### src/design/svjb_pkg.sv
// ----------------------------------------------------------------------------
// svjb_pkg
// Types, constants and helpers for the sequenced value jitter buffer.
// ----------------------------------------------------------------------------
`default_nettype none

package svjb_pkg;

    localparam int MAX_ENTRIES = 30;
    localparam int CNT_W       = $clog2(MAX_ENTRIES + 1);
    localparam int IDX_W       = $clog2(MAX_ENTRIES);
    localparam int SEQ_W       = 8;
    localparam int VAL_W       = 32;

    localparam logic [SEQ_W-1:0] BUFFER_DELAY_RST = 8'd3;
    localparam logic [SEQ_W-1:0] HALF_RANGE       = 8'd127;

    typedef enum logic [1:0] {
        OP_TICK  = 2'd0,
        OP_QUEUE = 2'd1,
        OP_SET   = 2'd2,
        OP_CLEAR = 2'd3
    } t_op;

    typedef enum logic [2:0] {
        S_IDLE,
        S_DROP,
        S_APPLY,
        S_INS,
        S_DONE
    } t_state;

    // insert command broadcast to every cell
    typedef struct packed {
        logic             ins_en;
        logic [SEQ_W-1:0] seq;
        logic [VAL_W-1:0] value;
    } t_ins_cmd;

    // oldest held entry
    typedef struct packed {
        logic [SEQ_W-1:0] seq;
        logic [VAL_W-1:0] value;
    } t_entry;

    // wrap-around recency: a is newer than b
    function automatic logic newer(input logic [SEQ_W-1:0] a, input logic [SEQ_W-1:0] b);
        logic [SEQ_W-1:0] d_ab;
        logic [SEQ_W-1:0] d_ba;
        d_ab = a - b;
        d_ba = b - a;
        return ((a > b) && (d_ab <= HALF_RANGE)) || ((b > a) && (d_ba > HALF_RANGE));
    endfunction

endpackage

`default_nettype wire

### src/design/svjb_cell.sv
// ----------------------------------------------------------------------------
// svjb_cell
// One list slot: holds a (sequence, value) pair, takes the new item or its
// newer neighbor's entry on an insert.
// ----------------------------------------------------------------------------
`default_nettype none

module svjb_cell
    import svjb_pkg::*;
(
    input  wire              i_clk,
    input  t_ins_cmd         i_cmd,
    input  wire              i_occupied,
    input  wire              i_at_end,
    input  wire              i_found,
    input  wire [SEQ_W-1:0]  i_prev_seq,
    input  wire [VAL_W-1:0]  i_prev_value,
    output logic             o_found,
    output logic [SEQ_W-1:0] o_seq,
    output logic [VAL_W-1:0] o_value
);

    logic [SEQ_W-1:0] r_seq;
    logic [VAL_W-1:0] r_value;
    logic [SEQ_W-1:0] n_seq;
    logic [VAL_W-1:0] n_value;
    logic             stop;

    // insertion point is the first held entry that the new item is newer than
    assign stop    = i_occupied && newer(i_cmd.seq, r_seq);
    assign o_found = i_found || stop;

    always_comb begin
        n_seq   = r_seq;
        n_value = r_value;
        if (i_cmd.ins_en && (i_occupied || i_at_end)) begin
            if (i_found) begin
                n_seq   = i_prev_seq;
                n_value = i_prev_value;
            end else if (stop || i_at_end) begin
                n_seq   = i_cmd.seq;
                n_value = i_cmd.value;
            end
        end
    end

    always_ff @(posedge i_clk) begin
        r_seq   <= n_seq;
        r_value <= n_value;
    end

    assign o_seq   = r_seq;
    assign o_value = r_value;

endmodule

`default_nettype wire

### src/design/svjb_chain.sv
// ----------------------------------------------------------------------------
// svjb_chain
// Row of list cells, newest at cell 0, with the oldest-entry select.
// ----------------------------------------------------------------------------
`default_nettype none

module svjb_chain
    import svjb_pkg::*;
(
    input  wire              i_clk,
    input  t_ins_cmd         i_cmd,
    input  wire [CNT_W-1:0]  i_count,
    output t_entry           o_oldest
);

    logic [MAX_ENTRIES:0]   found;
    logic [SEQ_W-1:0]       seq_a   [MAX_ENTRIES];
    logic [VAL_W-1:0]       value_a [MAX_ENTRIES];
    logic [CNT_W-1:0]       last;
    logic [IDX_W-1:0]       last_idx;

    assign found[0] = 1'b0;

    genvar i;
    generate
        for (i = 0; i < MAX_ENTRIES; i++) begin : g_cell
            logic [SEQ_W-1:0] prev_seq;
            logic [VAL_W-1:0] prev_value;
            if (i == 0) begin : g_head
                assign prev_seq   = i_cmd.seq;
                assign prev_value = i_cmd.value;
            end else begin : g_body
                assign prev_seq   = seq_a[i-1];
                assign prev_value = value_a[i-1];
            end
            svjb_cell u_cell (
                .i_clk        (i_clk),
                .i_cmd        (i_cmd),
                .i_occupied   (i_count > CNT_W'(i)),
                .i_at_end     (i_count == CNT_W'(i)),
                .i_found      (found[i]),
                .i_prev_seq   (prev_seq),
                .i_prev_value (prev_value),
                .o_found      (found[i+1]),
                .o_seq        (seq_a[i]),
                .o_value      (value_a[i])
            );
        end
    endgenerate

    // only looked at while the list holds at least one entry
    assign last           = i_count - CNT_W'(1);
    assign last_idx       = last[IDX_W-1:0];
    assign o_oldest.seq   = seq_a[last_idx];
    assign o_oldest.value = value_a[last_idx];

endmodule

`default_nettype wire

### src/design/sequenced_value_jitter_buffer_core.sv
// ----------------------------------------------------------------------------
// Sequenced value jitter buffer
// Sequence-numbered buffer of 32-bit values released on a ticking sequence.
// ----------------------------------------------------------------------------
// Usage:
//   Command channel: drive opcode, sequence_req and value with start high
//   while busy is low; the item is taken at that edge (tick, queue, set
//   sequence, clear). Each item gives one result, shown for exactly one cycle
//   with o_result_valid; the receiver cannot stall, so the result must be
//   taken then. Result ports are only meaningful while the strobe is high.
//   Config channel: i_cfg_valid / o_cfg_ready write buffer_delay; ready is
//   high whenever busy is low.
//   From the accept edge, set and clear go straight to the done state;
//   queue passes the insert state; tick passes the drop state, which drops
//   up to 30 stale entries, and the apply state. The next item is taken
//   the cycle after the strobe. Stale entries are dropped one per cycle from
//   the oldest end of the cell row; inserts shift the whole row at once.
//   Reset empties the list, zeroes sequence, value and applied sequence and
//   sets buffer_delay to 3.
// ----------------------------------------------------------------------------
`default_nettype none

module sequenced_value_jitter_buffer_core
    import svjb_pkg::*;
(
    input  wire                i_clk,
    input  wire                i_rst_n,
    input  wire                start,
    output logic               busy,
    input  wire [1:0]          i_opcode,
    input  wire [SEQ_W-1:0]    i_sequence_req,
    input  wire [VAL_W-1:0]    i_value,
    input  wire                i_cfg_valid,
    output logic               o_cfg_ready,
    input  wire [SEQ_W-1:0]    i_cfg_data,
    output logic               o_result_valid,
    output logic [VAL_W-1:0]   o_applied_value,
    output logic               o_applied,
    output logic               o_accepted,
    output logic               o_overflow_cleared,
    output logic [4:0]         o_dropped_count,
    output logic [4:0]         o_occupancy,
    output logic [SEQ_W-1:0]   o_now_sequence,
    output logic [SEQ_W-1:0]   o_last_applied_sequence
);

    t_state           r_state,   n_state;
    logic [CNT_W-1:0] r_count,   n_count;
    logic [CNT_W-1:0] r_dropped, n_dropped;
    logic [SEQ_W-1:0] r_cur,     n_cur;
    logic [VAL_W-1:0] r_cur_val, n_cur_val;
    logic [SEQ_W-1:0] r_app_seq, n_app_seq;
    logic [SEQ_W-1:0] r_delay,   n_delay;
    logic [SEQ_W-1:0] r_req,     n_req;
    logic [VAL_W-1:0] r_val,     n_val;
    logic             r_applied, n_applied;
    logic             r_accepted, n_accepted;
    logic             r_overflow, n_overflow;

    t_ins_cmd         ins_cmd;
    t_entry           oldest;
    logic             stale;
    logic [SEQ_W-1:0] oldest_next;

    svjb_chain u_chain (
        .i_clk    (i_clk),
        .i_cmd    (ins_cmd),
        .i_count  (r_count),
        .o_oldest (oldest)
    );

    // entry is stale once (seq + 1) is no longer newer than the current sequence
    assign oldest_next = oldest.seq + SEQ_W'(1);
    assign stale       = !newer(oldest_next, r_cur);

    assign busy        = (r_state != S_IDLE);
    assign o_cfg_ready = !busy;

    always_comb begin
        n_state        = r_state;
        n_count        = r_count;
        n_dropped      = r_dropped;
        n_cur          = r_cur;
        n_cur_val      = r_cur_val;
        n_app_seq      = r_app_seq;
        n_delay        = r_delay;
        n_req          = r_req;
        n_val          = r_val;
        n_applied      = r_applied;
        n_accepted     = r_accepted;
        n_overflow     = r_overflow;
        ins_cmd.ins_en = 1'b0;
        ins_cmd.seq    = r_req;
        ins_cmd.value  = r_val;
        o_result_valid = 1'b0;

        if (i_cfg_valid && o_cfg_ready) begin
            n_delay = i_cfg_data;
        end

        case (r_state)
            S_IDLE: begin
                if (start) begin
                    n_req      = i_sequence_req;
                    n_val      = i_value;
                    n_applied  = 1'b0;
                    n_accepted = 1'b0;
                    n_overflow = 1'b0;
                    n_dropped  = '0;
                    case (t_op'(i_opcode))
                        OP_TICK: begin
                            n_cur   = r_cur + SEQ_W'(1);
                            n_state = S_DROP;
                        end
                        OP_QUEUE: begin
                            n_state = S_INS;
                        end
                        OP_SET: begin
                            n_cur   = i_sequence_req - r_delay;
                            n_state = S_DONE;
                        end
                        OP_CLEAR: begin
                            n_count   = '0;
                            n_cur     = '0;
                            n_cur_val = '0;
                            n_app_seq = '0;
                            n_state   = S_DONE;
                        end
                        default: begin
                            n_state = S_DONE;
                        end
                    endcase
                end
            end
            S_DROP: begin
                if ((r_count != '0) && stale) begin
                    n_count   = r_count - CNT_W'(1);
                    n_dropped = r_dropped + CNT_W'(1);
                end else begin
                    n_state = S_APPLY;
                end
            end
            S_APPLY: begin
                if ((r_count != '0) && (oldest.seq == r_cur)) begin
                    n_cur_val = oldest.value;
                    n_count   = r_count - CNT_W'(1);
                    n_app_seq = r_cur;
                    n_applied = 1'b1;
                end
                n_state = S_DONE;
            end
            S_INS: begin
                if (newer(r_req, r_cur)) begin
                    n_accepted = 1'b1;
                    if (r_count >= CNT_W'(MAX_ENTRIES)) begin
                        n_count    = '0;
                        n_overflow = 1'b1;
                    end else begin
                        ins_cmd.ins_en = 1'b1;
                        n_count        = r_count + CNT_W'(1);
                    end
                end
                n_state = S_DONE;
            end
            S_DONE: begin
                o_result_valid = 1'b1;
                n_state        = S_IDLE;
            end
            default: begin
                n_state = S_IDLE;
            end
        endcase
    end

    always_ff @(posedge i_clk) begin
        if (!i_rst_n) begin
            r_state    <= S_IDLE;
            r_count    <= '0;
            r_dropped  <= '0;
            r_cur      <= '0;
            r_cur_val  <= '0;
            r_app_seq  <= '0;
            r_delay    <= BUFFER_DELAY_RST;
            r_applied  <= 1'b0;
            r_accepted <= 1'b0;
            r_overflow <= 1'b0;
        end else begin
            r_state    <= n_state;
            r_count    <= n_count;
            r_dropped  <= n_dropped;
            r_cur      <= n_cur;
            r_cur_val  <= n_cur_val;
            r_app_seq  <= n_app_seq;
            r_delay    <= n_delay;
            r_applied  <= n_applied;
            r_accepted <= n_accepted;
            r_overflow <= n_overflow;
        end
    end

    always_ff @(posedge i_clk) begin
        r_req <= n_req;
        r_val <= n_val;
    end

    assign o_applied_value         = r_cur_val;
    assign o_applied               = r_applied;
    assign o_accepted              = r_accepted;
    assign o_overflow_cleared      = r_overflow;
    assign o_dropped_count         = 5'(r_dropped);
    assign o_occupancy             = 5'(r_count);
    assign o_now_sequence          = r_cur;
    assign o_last_applied_sequence = r_app_seq;

endmodule

`default_nettype wire

### config.mk
export PLATFORM = sky130hd
export DESIGN_NAME = sequenced_value_jitter_buffer_core
export DESIGN_NICKNAME = d
export VERILOG_FILES = /design/src/design/svjb_pkg.sv /design/src/design/svjb_cell.sv /design/src/design/svjb_chain.sv /design/src/design/sequenced_value_jitter_buffer_core.sv
export SDC_FILE = /design/constraint.sdc
export NUM_CORES = 2
export LEC_CHECK = 0
export BUFFER_PORTS_ARGS = -buffer_cell sky130_fd_sc_hd__buf_2
export CAP_MARGIN = 20
export CORE_ASPECT_RATIO = 0.7
export CORE_MARGIN = 4
export CORE_UTILIZATION = 45
export CTS_BUF_LIST = sky130_fd_sc_hd__clkbuf_16
export CTS_CLUSTER_DIAMETER = 40
export CTS_CLUSTER_SIZE = 30
export DETAILED_ROUTE_END_ITERATION = 8
export PLACE_DENSITY_LB_ADDON = 0.05
export SLEW_MARGIN = 10
export SYNTH_ARGS = -nofsm -noshare
export SYNTH_HDL_FRONTEND = slang
export SYNTH_SLANG_ARGS = --single-unit
### constraint.sdc
create_clock -name i_clk -period 24 [get_ports i_clk]
set_input_delay 4.8 -clock i_clk [delete_from_list [all_inputs] [get_ports i_clk]]
set_output_delay 4.8 -clock i_clk [all_outputs]
set_load 0.05 [all_outputs]
==> impl_metrics.ini <==
[hold_path]
hp-start = o_last_applied_sequence[0]
holdPathStages = 2
hp-class = flip-flop to flip-flop
hold_end = o_last_applied_sequence[0]

[logic_synthesis]
ys_seq_area_frac = 0.493
avgSynthCellArea_um2 = 12.7
ys_ff_latch = 1312
syn_inst = 6164
mappedNetlistNets = 6751
syn_area_um2 = 78400
ys_types = 93
synth_edf_count = 1240
async_flop_share = 0
yosys_warnings = 0
synth_ff_type = edfxtp_1

[clocking]
cts_tree = yes
cts_setup_buffers = 0
cts_resized = 0
cts_buffer_depth = 3
cts.clk_slew.worst_paths_ns = 0.05
cts_buffers = 173
htree_levels = 4
insertion_delay_ns = 0.81
cts-root-buf = clkbuf_16
clock-sinks = 1312
cts_hold_buffers = 0

[worst_setup_path]
critical_path_class = flip-flop to flip-flop
timing.rr.start = r_req[5]
arrival_ns = 8.81
startpoint_type = flip-flop
cp_max_fo = 56
reg2reg_slack_ns = 15.63
worstPathRequired_ns = 24.44
r2r-end = u_chain.g_cell[26].u_cell.o_value[29]
reg2regPathDepth = 15
critPathCaptureType = flip-flop

[global_route]
grt_remaining_overflow = 0
track_usage = 0.282
grt_pass1_vias = 50600
grt_pass1_wl_mm = 374
grt_max_degree = 107
antenna_found_initial = 8

[detailed_routing]
detail-route-antenna-nets = 0
drtPass1Iterations = 6
wl_mm = 259
wl_per_cell_um = 30.1
num_vias = 53200
drt_iter0_drc = 6457
route.detailed.drc = 0
vias_per_cell = 6.16

[sta]
tightestPinTransition_ns = 1.24
period_share = 0.349
fmax_mhz = 120
rsz0062_at_grt = no
finalCriticalPeriod_ns = 8.37
hold_viol_final = 0
setup_ws_ns = 15.63
max_slew_margin = 0.162
setup_viol = 0
skew_ns = 0.0383
drv_slew = 0
fin_setup_tns_ns = 0

[placement]
place_hpwl_mm = 166
portBuffers = 117
pre_cts_slack_ns = 16.03
gp_routability_congestion = 0.922

[floorplan]
start_util = 0.455
io_pins = 118
coreArea_um2 = 172000
fp-row-count = 127
die_h_um = 357
die_area_um2 = 181000
die_w_um = 507

[finish]
drive_gt1_frac = 0.285
syn_to_final_growth_pct = 11.7
nNetsFinal = 6743

[power]
peakVddDrop_uv = 85.0
power_density_nw_per_um2 = 82.3
total_leakage_power_nw = 31.8
p_total_mw = 7.21

[status]
status = finished, final reports clean

[run]
max_cap_viol_count = 0
flip-flops by register name, summed over array words and instances, names as in the netlist:
register,flops
o_now_sequence,8
o_overflow_cleared,1
o_accepted,1
r_state,3
u_chain.g_cell.u_cell.o_value,960
o_last_applied_sequence,8
r_delay,8
o_applied_value,32
o_dropped_count,5
u_chain.g_cell.u_cell.o_seq,240
r_val,32
o_occupancy,5
o_applied,1
r_req,8
cells in the mapped netlist, drive strengths merged, types with 15 or more instances:
| cell type | n | area (um2) |
|---|---|---|
| a21oi | 213 | 1070 |
| buf | 155 | 763 |
| mux2i | 127 | 1270 |
| and3 | 50 | 313 |
| inv | 346 | 1300 |
| mux2 | 900 | 10200 |
| o21bai | 15 | 113 |
| a31oi | 76 | 482 |
| nor3 | 32 | 171 |
| nand2b | 27 | 169 |
| a21o | 66 | 495 |
| nor2b | 81 | 507 |
| dfxtp | 72 | 1440 |
| o21a | 49 | 368 |
| clkbuf | 297 | 1110 |
| nand3 | 54 | 270 |
| o21ai | 320 | 1600 |
| a211oi | 20 | 150 |
| o211ai | 88 | 661 |
| edfxtp | 1240 | 37200 |
| ha | 527 | 6590 |
| nand4 | 49 | 307 |
| nand2 | 669 | 2520 |
| nor2 | 118 | 445 |
| mux4 | 280 | 6310 |
| xnor2 | 19 | 174 |
cell usage in the layout, fill, tap and decap left out, types with 69 or more instances in the layout:
cell type / instances
a31oi_1: 75
buf_2: 117
nor2_1: 109
o21ai_0: 304
dfxtp_1: 69
edfxtp_1: 1240
inv_1: 349
mux4_2: 280
mux2_2: 822
a21oi_1: 207
o211ai_1: 88
buf_4: 136
nor2b_1: 80
clkbuf_16: 179
nand2_1: 664
mux2i_1: 127
ha_1: 526
worst max path at each step:
stage	from	end	slack, ns
after floorplan	r_req[1]	u_chain.g_cell[10].u_cell.o_seq[0]	14.93
after global placement	r_req[5]	u_chain.g_cell[26].u_cell.o_value[13]	16.09
after detailed placement	r_req[5]	u_chain.g_cell[26].u_cell.o_value[11]	16.03
after CTS	r_req[5]	u_chain.g_cell[26].u_cell.o_value[25]	16.00
after global routing	r_req[5]	u_chain.g_cell[26].u_cell.o_value[27]	15.51
final	r_req[5]	u_chain.g_cell[26].u_cell.o_value[29]	15.63
metal layers:
layer / part of all wire / track usage / vias to the layer above
li1: - / - / 23400
met3: 0.11 / 0.0797 / 330
met4: 0.020 / 0.0636 / 2
met2: 0.39 / 0.372 / 2347
met5: 0.000031 / 0 / -
met1: 0.48 / 0.451 / 27200
cells by family after synthesis:
logic type	count (synthesis)	share of synthesized area
xor+xnor	32	0.00367
mux	1307	0.227
fa+ha+maj	533	0.0856
simple gates	1161	0.0677
compound gates	1021	0.0824
flops	1312	0.493
buf+inv	798	0.0405
worst max-delay path: stages (launching register included):
cell	delay, ns
edfxtp_1	0.55
inv_2	0.64
buf_4	0.66
ha_1	0.41
a21oi_1	0.16
nor2_1	0.06
a211oi_1	0.26
o21ba_2	0.20
o311ai_0	1.03
nand3_1	0.51
nor4_4	0.69
buf_4	0.82
and2_2	0.33
nand3_4	0.69
o221a_2	0.56
buf_4	0.35
through the flow:
step / hold slack (ns) / cells / cell area, um2 / util
floorplan: 0.443 / 6164 / 78400 / -
global placement: 0.442 / 8290 / 81600 / 0.473
detailed placement: 0.448 / 8290 / 81600 / 0.473
CTS: 0.462 / 8615 / 87400 / 0.508
global route: 0.479 / 8628 / 87600 / 0.509
finish: 0.459 / 8629 / 87600 / 0.509
where the power goes:
part | internal, mW | switching [mW] | total (mW)
logic | 0.776 | 1.10 | 1.88
registers | 2.66 | 0.0128 | 2.67
clock network | 1.52 | 1.14 | 2.66
total | 4.95 | 2.26 | 7.21
final cells by class:
class	instances	area, um2
Fill cell	15000	84600
Timing Repair Buffer	269	1870
Sequential cell	1312	38700
Inverter	346	1300
Clock inverter	149	1470
Multi-Input combinational cell	4054	37000
Clock buffer	176	4400
Antenna cell	1	2.50
Tap cell	2322	2910
Note: power is estimated with default switching activity, not from simulation.
